--- config.mk ---
export PLATFORM = sky130hd
export DESIGN_NAME = sitda_ctrl
export DESIGN_NICKNAME = d
export VERILOG_FILES = /design/src/sitda_pkg.sv /design/src/sitda_ctrl.sv
export VERILOG_INCLUDE_DIRS = /design/src /design/src/src
export SDC_FILE = /design/constraint.sdc
export NUM_CORES = 1
export LEC_CHECK = 0
export BUFFER_PORTS_ARGS = -buffer_cell sky130_fd_sc_hd__buf_4
export CORE_AREA = 2 2 39 41
export CTS_BUF_LIST = sky130_fd_sc_hd__clkbuf_8
export CTS_CLUSTER_DIAMETER = 80
export CTS_CLUSTER_SIZE = 12
export DETAILED_ROUTE_END_ITERATION = 6
export DIE_AREA = 0 0 41 43
export HOLD_SLACK_MARGIN = 0.05
export MAX_ROUTING_LAYER = met4
export REMOVE_ABC_BUFFERS = 1
export SETUP_SLACK_MARGIN = 0.15
export SYNTH_ARGS = -nofsm -noshare
export SYNTH_HDL_FRONTEND = slang
export SYNTH_SLANG_ARGS = --single-unit
--- constraint.sdc ---
create_clock -name clk -period 1.47 [get_ports clk]
set_input_delay 0.2205 -clock clk [delete_from_list [all_inputs] [get_ports clk]]
set_output_delay 0.2205 -clock clk [all_outputs]
set_load 0.01 [all_outputs]
--- src/signed_int_to_decimal_ascii_unit_macros.svh ---
// Assertion macros shared by the conversion unit.
`ifndef SIGNED_INT_TO_DECIMAL_ASCII_UNIT_MACROS_SVH
`define SIGNED_INT_TO_DECIMAL_ASCII_UNIT_MACROS_SVH

// The consequent must hold in the same cycle as the antecedent.
`define SITDA_ASSERT_IMPLY(label, clk, rst_n, ante, cons) \
  label: assert property (@(posedge clk) disable iff (!rst_n) (ante) |-> (cons)) \
    else $error("assertion failed: same-cycle implication");

// The consequent must hold in the cycle after the antecedent.
`define SITDA_ASSERT_NEXT(label, clk, rst_n, ante, cons) \
  label: assert property (@(posedge clk) disable iff (!rst_n) (ante) |=> (cons)) \
    else $error("assertion failed: next-cycle implication");

`endif

--- src/sitda_pkg.sv ---
package sitda_pkg;

  localparam int unsigned VALUE_W   = 32;
  localparam int unsigned CHAR_W    = 6;
  localparam int unsigned DIGIT_W   = 4;
  localparam int unsigned MAX_DIGITS = 10;
  localparam int unsigned PTR_W     = 4;

  localparam logic [CHAR_W-1:0]  ASCII_ZERO  = 6'd48;
  localparam logic [CHAR_W-1:0]  ASCII_MINUS = 6'd45;
  localparam logic [VALUE_W-1:0] RECIP_TEN   = 32'hCCCC_CCCD;
  localparam logic [PTR_W-1:0]   LAST_SLOT   = 4'(MAX_DIGITS - 1);

  typedef struct packed {
    logic load;
    logic step;
    logic pop;
    logic sel_sign;
  } sitda_cmd_t;

  typedef struct packed {
    logic conv_done;
    logic negative;
    logic rd_zero;
  } sitda_status_t;

endpackage

--- src/sitda_ctrl.sv ---
`include "signed_int_to_decimal_ascii_unit_macros.svh"

module sitda_ctrl
  import sitda_pkg::*;
(
  input  logic          clk,
  input  logic          rst_n,
  input  logic          in_tvalid,
  output logic          in_tready,
  output logic          out_tvalid,
  input  logic          out_tready,
  input  sitda_status_t status,
  output sitda_cmd_t    cmd
);

  localparam logic [1:0] S_IDLE = 2'd0;
  localparam logic [1:0] S_CONV = 2'd1;
  localparam logic [1:0] S_SIGN = 2'd2;
  localparam logic [1:0] S_EMIT = 2'd3;

  logic [1:0] state_r;
  logic [1:0] state_nxt;
  logic       in_xfer;
  logic       out_xfer;

  assign in_tready  = (state_r == S_IDLE);
  assign out_tvalid = (state_r == S_SIGN) || (state_r == S_EMIT);
  assign in_xfer    = in_tvalid && in_tready;
  assign out_xfer   = out_tvalid && out_tready;

  assign cmd.load     = in_xfer;
  assign cmd.step     = (state_r == S_CONV);
  assign cmd.pop      = out_xfer && (state_r == S_EMIT);
  assign cmd.sel_sign = (state_r == S_SIGN);

  always_comb begin
    state_nxt = state_r;
    case (state_r)
      S_IDLE: begin
        if (in_xfer) state_nxt = S_CONV;
      end
      S_CONV: begin
        if (status.conv_done) state_nxt = status.negative ? S_SIGN : S_EMIT;
      end
      S_SIGN: begin
        if (out_xfer) state_nxt = S_EMIT;
      end
      S_EMIT: begin
        if (out_xfer && status.rd_zero) state_nxt = S_IDLE;
      end
      default: begin
        state_nxt = S_IDLE;
      end
    endcase
  end

  always_ff @(posedge clk) begin
    if (!rst_n) begin
      state_r <= S_IDLE;
    end else begin
      state_r <= state_nxt;
    end
  end

  `SITDA_ASSERT_NEXT(a_load_starts_conv, clk, rst_n, in_xfer, state_r == S_CONV)
  `SITDA_ASSERT_NEXT(a_neg_gets_sign, clk, rst_n,
    (state_r == S_CONV) && status.conv_done && status.negative, state_r == S_SIGN)
  `SITDA_ASSERT_NEXT(a_last_digit_ends, clk, rst_n,
    (state_r == S_EMIT) && out_xfer && status.rd_zero, in_tready)
  `SITDA_ASSERT_IMPLY(a_no_overlap, clk, rst_n, out_tvalid, !in_tready)

endmodule

==> results.toml, run 1 <==
[synthesis]
synth_area_leaders = "ha_1 (25%), dfxtp_1 (16%), a2111oi_4 (11%), mux2i_1 (8.1%), nor2b_1 (7.6%)"
synthMuxAreaShare_pct = 8.12
ys_seq_area_share_pct = 16.2
synth_top_area_cell = "ha_1"
synth_top_family_by_area = "simple AND/OR/NAND/NOR gates"
syn_area_per_cell_um2 = 9.48
ys.warnings.count = 0
synth_top_area_share_pct = 25.4
synth_fa_ha_area_share_pct = 25.4
synth-seq-cells = 2
synth_cell_types = 14
synth_area_um2 = 246
synth_compound_gate_area_share_pct = 14.2
syn_inst = 26
yosys.area_share.simple_pct = 28.4
synth-xor-area-share_pct = 0

[min_path]
whs_endpoint = "state_r[1]"
hold_path_class = "primary input to register"
holdPathStages = 3
min-delay-start = "rst_n"

[drt]
drt_iter0_markers = 0
drc = 0
vias_per_cell = 3.79
route.antenna.remaining_nets = 0
wirelength_um = 543
num_vias = 235
wl_per_cell_um = 8.76
dr.pass1.iters = 1

[global_routing]
grt_pass1_wl_um = 841
overflow = 0
track_usage_pct = 7.49
antenna_found_initial = 0
first_global_vias = 216
grt_max_degree = 6

[critical_path]
reg2reg_to = "state_r[0]"
worstSetupPathType = "register to primary output"
r2r-start = "state_r[0]"
path_max_fanout = 3
rrSetupSlack_ps = 10
arrival_ps = 1260
startpoint_type = "register"
r2r_cells = 5
end_kind = "primary output"
cp.required_ps = 1250

[sta]
final_max_slew_viol_count = 0
timing.fmax_ghz = 0.678
setup_viol = 1
setup_ws_ps = -5.70
grt_setup_unrepaired = "true"
final_hold_viol_count = 0
worst_slew_pin_slew_ps = 325
relSlewSlack_pct = 78.3
period_needed_ps = 1480
hold_slack_ps = 287
finClkSkew_ps = 2.56
period_share_pct = 100

[cts]
cts-hold-fix-buffers = 0
clockBufferDepth = 2
path_clk_slew_ps = 30
htree_levels = 1
cts-root-buf = "clkbuf_8"
cts_made_buffers = 3
clock_sinks = 2
clk_latency_ps = 210
cts_tree = "built"

[layout]
area_growth_pct = 99.5
antenna_cells = 0
largest_reg_flops = 2
drive_gt1_share_pct = 71.7
post-route-util_pct = 35.5
nets = 60
reg.largest.list = "state_r: 2 flops"
top_register = "state_r"

[place]
hpwl_um = 423
place.gp.congestion = 0.763
io_buffer_count = 12
dp_slack_ps = -111

[die]
rows = 14
ios = 13
design.core.area_mm2 = 0.00138
dieWidth_um = 41
dieArea_mm2 = 0.00176
start_util_pct = 17.8
die_h_um = 43

[pwr]
p_leak_nw = 0.237
irDropWorstVdd_mv = 0.486
power_density_mw_per_mm2 = 2060

[outcome]
run_status = "finished with violations"
violations = "negative setup slack"

[job]
max_cap_viol_count = 0
==> where the power goes <==
part / switching [mW] / leakage (nW) / total (mW) / internal, mW
Combinational: 0.255 / 0.198 / 0.671 / 0.417
Sequential: 0.0406 / 0.0175 / 0.133 / 0.0924
Clock: 0.0380 / 0.0216 / 0.211 / 0.173
==> what timing repair did <==
action,4_1_cts,5_1_grt
pin swaps,3,0
setup buffers,1,1
endpoints found under the setup margin,6,7
gates resized for setup,13,3
==> per-layer routing <==
layer	wire length (um)	GRT usage (%)
met1	218	7.99
met3	46	1.57
met2	278	11.3
met4	0	6.00
met5	0	-
==> how the worst max path moves through the flow <==
| stage | startpoint | end |
|---|---|---|
| 2_1_floorplan | state_r[0] | state_r[0] |
| 3_3_place_gp | state_r[0] | state_r[0] |
| 3_5_place_dp | state_r[0] | state_r[0] |
| 4_1_cts | state_r[1] | state_r[0] |
| 5_1_grt | state_r[0] | state_r[0] |
| 6_report | state_r[0] | out_tvalid |
==> final cells by class <==
type | count | area (um^2)
fill | 147 | 892
multi-input combinational | 20 | 220
timing repair buffer | 18 | 154
sequential | 2 | 45.0
clock buffer | 3 | 41.3
tap | 16 | 20.0
inverter | 3 | 11.3
==> cells by family after synthesis <==
| group | after synthesis |
|---|---|
| simple gates | 11 |
| compound gates | 2 |
| flops | 2 |
| fa+ha+maj | 5 |
| buf+inv | 4 |
| mux | 2 |
==> cells in the final DEF (no fill, tap or decap) <==
cell type  count
buf_4         13
buf_6          5
nand2_1        3
nor2b_1        3
clkbuf_8       3
inv_1          2
mux2i_1        2
ha_4           2
ha_2           2
or2_4          1
and2_2         1
and2_4         1
and3b_1        1
o31ai_1        1
and2b_2        1
a2111oi_4      1
inv_2          1
ha_1           1
dfxtp_2        1
dfxtp_4        1
==> Yosys cell counts <==
cell	count
dfxtp_1	2
or2_4	1
and2_2	1
o31ai_1	1
and3b_1	1
ha_1	5
nand2_1	3
nor2b_1	3
and2b_2	1
mux2i_1	2
inv_1	3
and2_1	1
buf_4	1
a2111oi_4	1
==> stage by stage <==
stage | power (mW) | cell area (um^2) | cells | TNS [ps]
6_report | 1.02 | 492 | 62 | -5.70
2_1_floorplan | 0.404 | 239 | 25 | -332
5_1_grt | 1.09 | 492 | 62 | -154
4_1_cts | 0.994 | 475 | 61 | -4.03
3_5_place_dp | 0.639 | 379 | 57 | -202
3_3_place_gp | 0.628 | 379 | 57 | -152
==> worst max-delay path: stages, from the launching register on <==
cell and delay (ps):
dfxtp_2 340, inv_2 60, ha_4 150, or2_4 260, buf_4 130, buf_6 110
Power figures use the tool's default switching activity.
==> run 2, diff against run 1 <==
--- a/config.mk
+++ b/config.mk
@@ -7,6 +7,7 @@
 export NUM_CORES = 1
 export LEC_CHECK = 0
 export BUFFER_PORTS_ARGS = -buffer_cell sky130_fd_sc_hd__buf_4
+export CAP_MARGIN = 20
 export CORE_AREA = 2 2 39 41
 export CTS_BUF_LIST = sky130_fd_sc_hd__clkbuf_8
 export CTS_CLUSTER_DIAMETER = 80
==> constraint.sdc (replaced) <==
create_clock -name clk -period 1.47 [get_ports clk]
set_input_delay 0.2205 -clock clk [delete_from_list [all_inputs] [get_ports clk]]
set_output_delay 0.2205 -clock clk [all_outputs]
set_load 0.05 [all_outputs]
==> run 2 against run 1 <==
- the run now ends clean
- via count up 1.3%
- setup slack improved by 8.9 ps
- global-route usage grew 0.31 points
- critical endpoint is now cmd[3]
==> results.toml, run 2 (synthesis results as in run 1) <==
[layout]
top_register = "state_r"
reg.largest.list = "state_r: 2 flops"
antenna_cells = 0
multi_input_area_um2 = 238
nets = 61
area_growth_pct = 124
seq_area_um2 = 47.5
drive_gt1_share_pct = 76.6
layoutNonFillerInstCount = 63
largest_reg_flops = 2
fillers = 143
final_cell_mix = "buf_4 (10), buf_6 (5), buf_8 (4)"
final_common_cell = "buf_4"

[cts]
clock_sinks = 2
cts_tree = "built"
clockBufferDepth = 2
cts_made_buffers = 3
path_clk_slew_ps = 30
cts-root-buf = "clkbuf_8"
clk_latency_ps = 200
htree_levels = 1

[pwr]
power.total_mw = 1.38
netSwitchingFraction_pct = 43.1
p_leak_nw = 0.256
power_switching_uw = 595
intPower_uw = 786
combPwrFrac_pct = 74.5
pwr-share-seq_pct = 10.4
p_clk_share_pct = 15.0
power_density_mw_per_mm2 = 2500
irDropWorstVdd_mv = 0.700

[sta]
worst_slew_pin_slew_ps = 325
final_hold_viol_count = 0
period_share_pct = 99.8
finalSetupTns_ps = 0
relSlewSlack_pct = 78.4
final_max_slew_viol_count = 0
finClkSkew_ps = 2.29
grt_setup_unrepaired = "true"
setup_ws_ps = 3.20
timing.fmax_ghz = 0.682
hold_slack_ps = 290
period_needed_ps = 1470
setup_viol = 0

[drt]
wl_per_cell_um = 9.49
num_vias = 238
vias_per_cell = 3.78
wirelength_um = 598
drt_iter0_markers = 1
dr.pass1.iters = 2
route.antenna.remaining_nets = 0
drc = 0

[global_routing]
first_global_vias = 235
track_usage_pct = 7.80
grt_max_degree = 6
grt_pass1_wl_um = 917
antenna_found_initial = 0
overflow = 0

[die]
dieArea_mm2 = 0.00176
ios = 13
die_h_um = 43
rows = 14
design.core.area_mm2 = 0.00138
dieWidth_um = 41
start_util_pct = 17.8

[place]
hpwl_um = 423
place.gp.congestion = 0.763
io_buffer_count = 12
place_inst = 57
dp_slack_ps = -111

[critical_path]
worstSetupPathType = "register to primary output"
arrival_ps = 1250
cp.required_ps = 1250
startpoint_type = "register"
end_kind = "primary output"
path_max_fanout = 3

[job]
max_cap_viol_count = 0

[outcome]
run_status = "finished clean"

[min_path]
hold_path_class = "primary input to register"
==> run 2: cell types whose count changed in the layout (fill, tap and decap cells not counted), sizes merged <==
cell  previous run  this run
buf             18        19
==> run 2: path summary, 6_finish.rpt <==
| check | from | endpoint | slack [ps] | depth (start not counted) |
|---|---|---|---|---|
| worst max-delay path | state_r[0] | cmd[3] | 3 | 6 |
| worst min-delay path | rst_n | state_r[1] | 290 | 3 |
| worst max register to register | state_r[0] | state_r[0] | 10 | 5 |
| worst min register to register | state_r[1] | state_r[1] | 510 | 2 |
==> run 2: stage by stage <==
step | area, um^2 | utilization [%]
2_1_floorplan | 239 | -
4_1_cts | 528 | 38.2
3_3_place_gp | 379 | 27.4
6_report | 552 | 39.9
5_1_grt | 552 | 39.9
3_5_place_dp | 379 | 27.4
==> run 2: cell type report <==
class / instances / share of cell area [%]
Multi-Input combinational cell: 20 / 43.1
Timing Repair Buffer: 19 / 34.7
Sequential cell: 2 / 8.62
Clock buffer: 3 / 7.48
Tap cell: 16 / 3.63
Inverter: 3 / 2.49
==> run 2: what timing repair did <==
action,4_1_cts,5_1_grt
setup endpoints to repair,8,7
resized for setup,25,5
buffers inserted,2,1
cloned,0,0
hold buffers,0,0
pin swaps,5,0
==> run 2: per-layer routing <==
layer	global-route usage (%)	share of wire, %
met2	13.8	54
met5	-	0
met4	2.00	0
met1	7.99	38
met3	2.09	8.4
==> run 2: critical path, stage by stage (launching register included) <==
cell     delay (ps)
dfxtp_4         360
inv_4            40
buf_6           110
ha_4            150
buf_6           110
and2_4          130
buf_8           140
==> run 2: power by group through the flow <==
stage | combinational [mW] | clock [mW] | sequential, mW
6_report | 1.03 | 0.207 | 0.144
5_1_grt | 1.08 | 0.218 | 0.151
4_1_cts | 0.994 | 0.217 | 0.133
3_5_place_dp | 0.756 | 0 | 0.110
3_3_place_gp | 0.746 | 0 | 0.110
2_1_floorplan | 0.533 | 0 | 0.107
==> run 3, diff against run 2 <==
--- a/config.mk
+++ b/config.mk
@@ -6,7 +6,7 @@
 export SDC_FILE = /design/constraint.sdc
 export NUM_CORES = 1
 export LEC_CHECK = 0
-export BUFFER_PORTS_ARGS = -buffer_cell sky130_fd_sc_hd__buf_4
+export BUFFER_PORTS_ARGS = -buffer_cell sky130_fd_sc_hd__buf_2
 export CAP_MARGIN = 20
 export CORE_AREA = 2 2 39 41
 export CTS_BUF_LIST = sky130_fd_sc_hd__clkbuf_8
@@ -15,8 +15,6 @@
 export DETAILED_ROUTE_END_ITERATION = 6
 export DIE_AREA = 0 0 41 43
 export HOLD_SLACK_MARGIN = 0.05
-export MAX_ROUTING_LAYER = met4
-export REMOVE_ABC_BUFFERS = 1
 export SETUP_SLACK_MARGIN = 0.15
 export SYNTH_ARGS = -nofsm -noshare
 export SYNTH_HDL_FRONTEND = slang
==> run 3 against run 2 <==
- the flow now finishes with violations (negative setup slack)
- clock skew is 1.8 ps lower
- sequential share of layout area is 2.0 points higher
- cell area decreased by 19%
- critical endpoint is now state_r[1]
- highest routed layer is now met4
==> results.toml, run 3 (synthesis results as in run 1) <==
[outcome]
run_status = "finished with violations"
violations = "negative setup slack"

[die]
die_h_um = 43
ios = 13
start_util_pct = 17.8
dieWidth_um = 41
design.core.area_mm2 = 0.00138
dieArea_mm2 = 0.00176
rows = 14

[global_routing]
grt_pass1_wl_um = 890
first_global_vias = 229
track_usage_pct = 7.91
grt_max_degree = 6
antenna_found_initial = 0
overflow = 0

[place]
hpwl_um = 468
place.gp.congestion = 0.759
io_buffer_count = 12
dp_slack_ps = -80.1
placed_cell_area_um2 = 350

[cts]
cts_made_buffers = 3
clk_latency_ps = 210
post-cts-setup-buffers = 0
htree_levels = 1
path_clk_slew_ps = 30
clockBufferDepth = 2
cts-root-buf = "clkbuf_8"
cts-hold-fix-buffers = 0
cts_tree = "built"
clock_sinks = 2

[layout]
final_common_cell = "buf_2"
reg.largest.list = "state_r: 2 flops"
top_register = "state_r"
largest_reg_flops = 2
area_growth_pct = 81.2
drive_gt1_share_pct = 71.4
antenna_cells = 0
post-route-util_pct = 32.3
fin_area_um2 = 447
nets = 56

[critical_path]
arrival_ps = 1610
critical_path.top_delay_family = "flip-flops"
path_max_fanout = 4
startpoint_type = "register"
path_buf_inv = 1
cp_slowest_cell = "dfxtp_4"
max_stage_delay_ps = 370
end_kind = "register"
cp.required_ps = 1600
cp_cell_sequence = "inv_4 > ha_4 > or2_4 > a2111oi_4 > mux2i_1"
worstSetupPathType = "register to register"

[sta]
finalSetupTns_ps = -11.6
timing.fmax_ghz = 0.675
period_share_pct = 101
final_max_slew_viol_count = 0
final_hold_viol_count = 0
grt_setup_unrepaired = "true"
worst_slew_pin_slew_ps = 322
setup_viol = 1
finClkSkew_ps = 0.498
period_needed_ps = 1480
relSlewSlack_pct = 78.5
setup_ws_ps = -11.6

[job]
max_cap_viol_count = 0

[pwr]
irDropWorstVdd_mv = 0.598
p_leak_nw = 0.213
power_density_mw_per_mm2 = 2610
power.total_mw = 1.16

[min_path]
hold_path_class = "primary input to register"

[synthesis]
syn_nets = 38

[drt]
route.antenna.remaining_nets = 0
wl_per_cell_um = 9.97
drc = 0
vias_per_cell = 3.91
drt_iter0_markers = 1
wirelength_um = 578
dr.pass1.iters = 3
num_vias = 227
-- run 3: layer usage --
layer	GRT usage [%]	part of all wire, %
met3	1.57	7.6
met2	11.9	50
met1	8.28	40
met5	0	0
met4	8.00	2.2
-- run 3: worst paths after layout --
check / startpoint / to / slack (ps) / depth (start not counted)
max: state_r[0] / state_r[1] / -10 / 5
max reg2reg: state_r[0] / state_r[1] / -10 / 5
min reg2reg: state_r[0] / state_r[0] / 510 / 2
min: rst_n / state_r[0] / 290 / 3
-- run 3: worst reg2reg max path: stages (launching register included) --
cell and delay, ps:
dfxtp_4 370, inv_4 50, ha_4 150, or2_4 250
a2111oi_4 350, mux2i_1 230
-- run 3: what timing repair did --
action                                  CTS  global route
gates resized for setup                   9            11
endpoints found under the setup margin    7             7
cloned                                    0             0
-- run 3: layout make-up --
class	instances	area (um^2)
clock buffer	3	41.3
sequential	2	47.5
timing repair buffer	14	111
fill	157	937
tap	16	20.0
multi-input combinational	20	210
inverter	3	16.3
-- run 3: stage by stage --
stage | std cells | hold WS [ps]
after floorplan | 26 | 359
after global placement | 55 | 471
after detailed placement | 55 | 482
after CTS | 58 | 291
after global routing | 58 | 308
final | 58 | 289
-- run 3: power breakdown --
part	total (mW)	internal, mW	switching [mW]
Combinational	0.799	0.345	0.454
Clock	0.214	0.173	0.0415
Sequential	0.151	0.0967	0.0543
Total	1.16	0.615	0.550
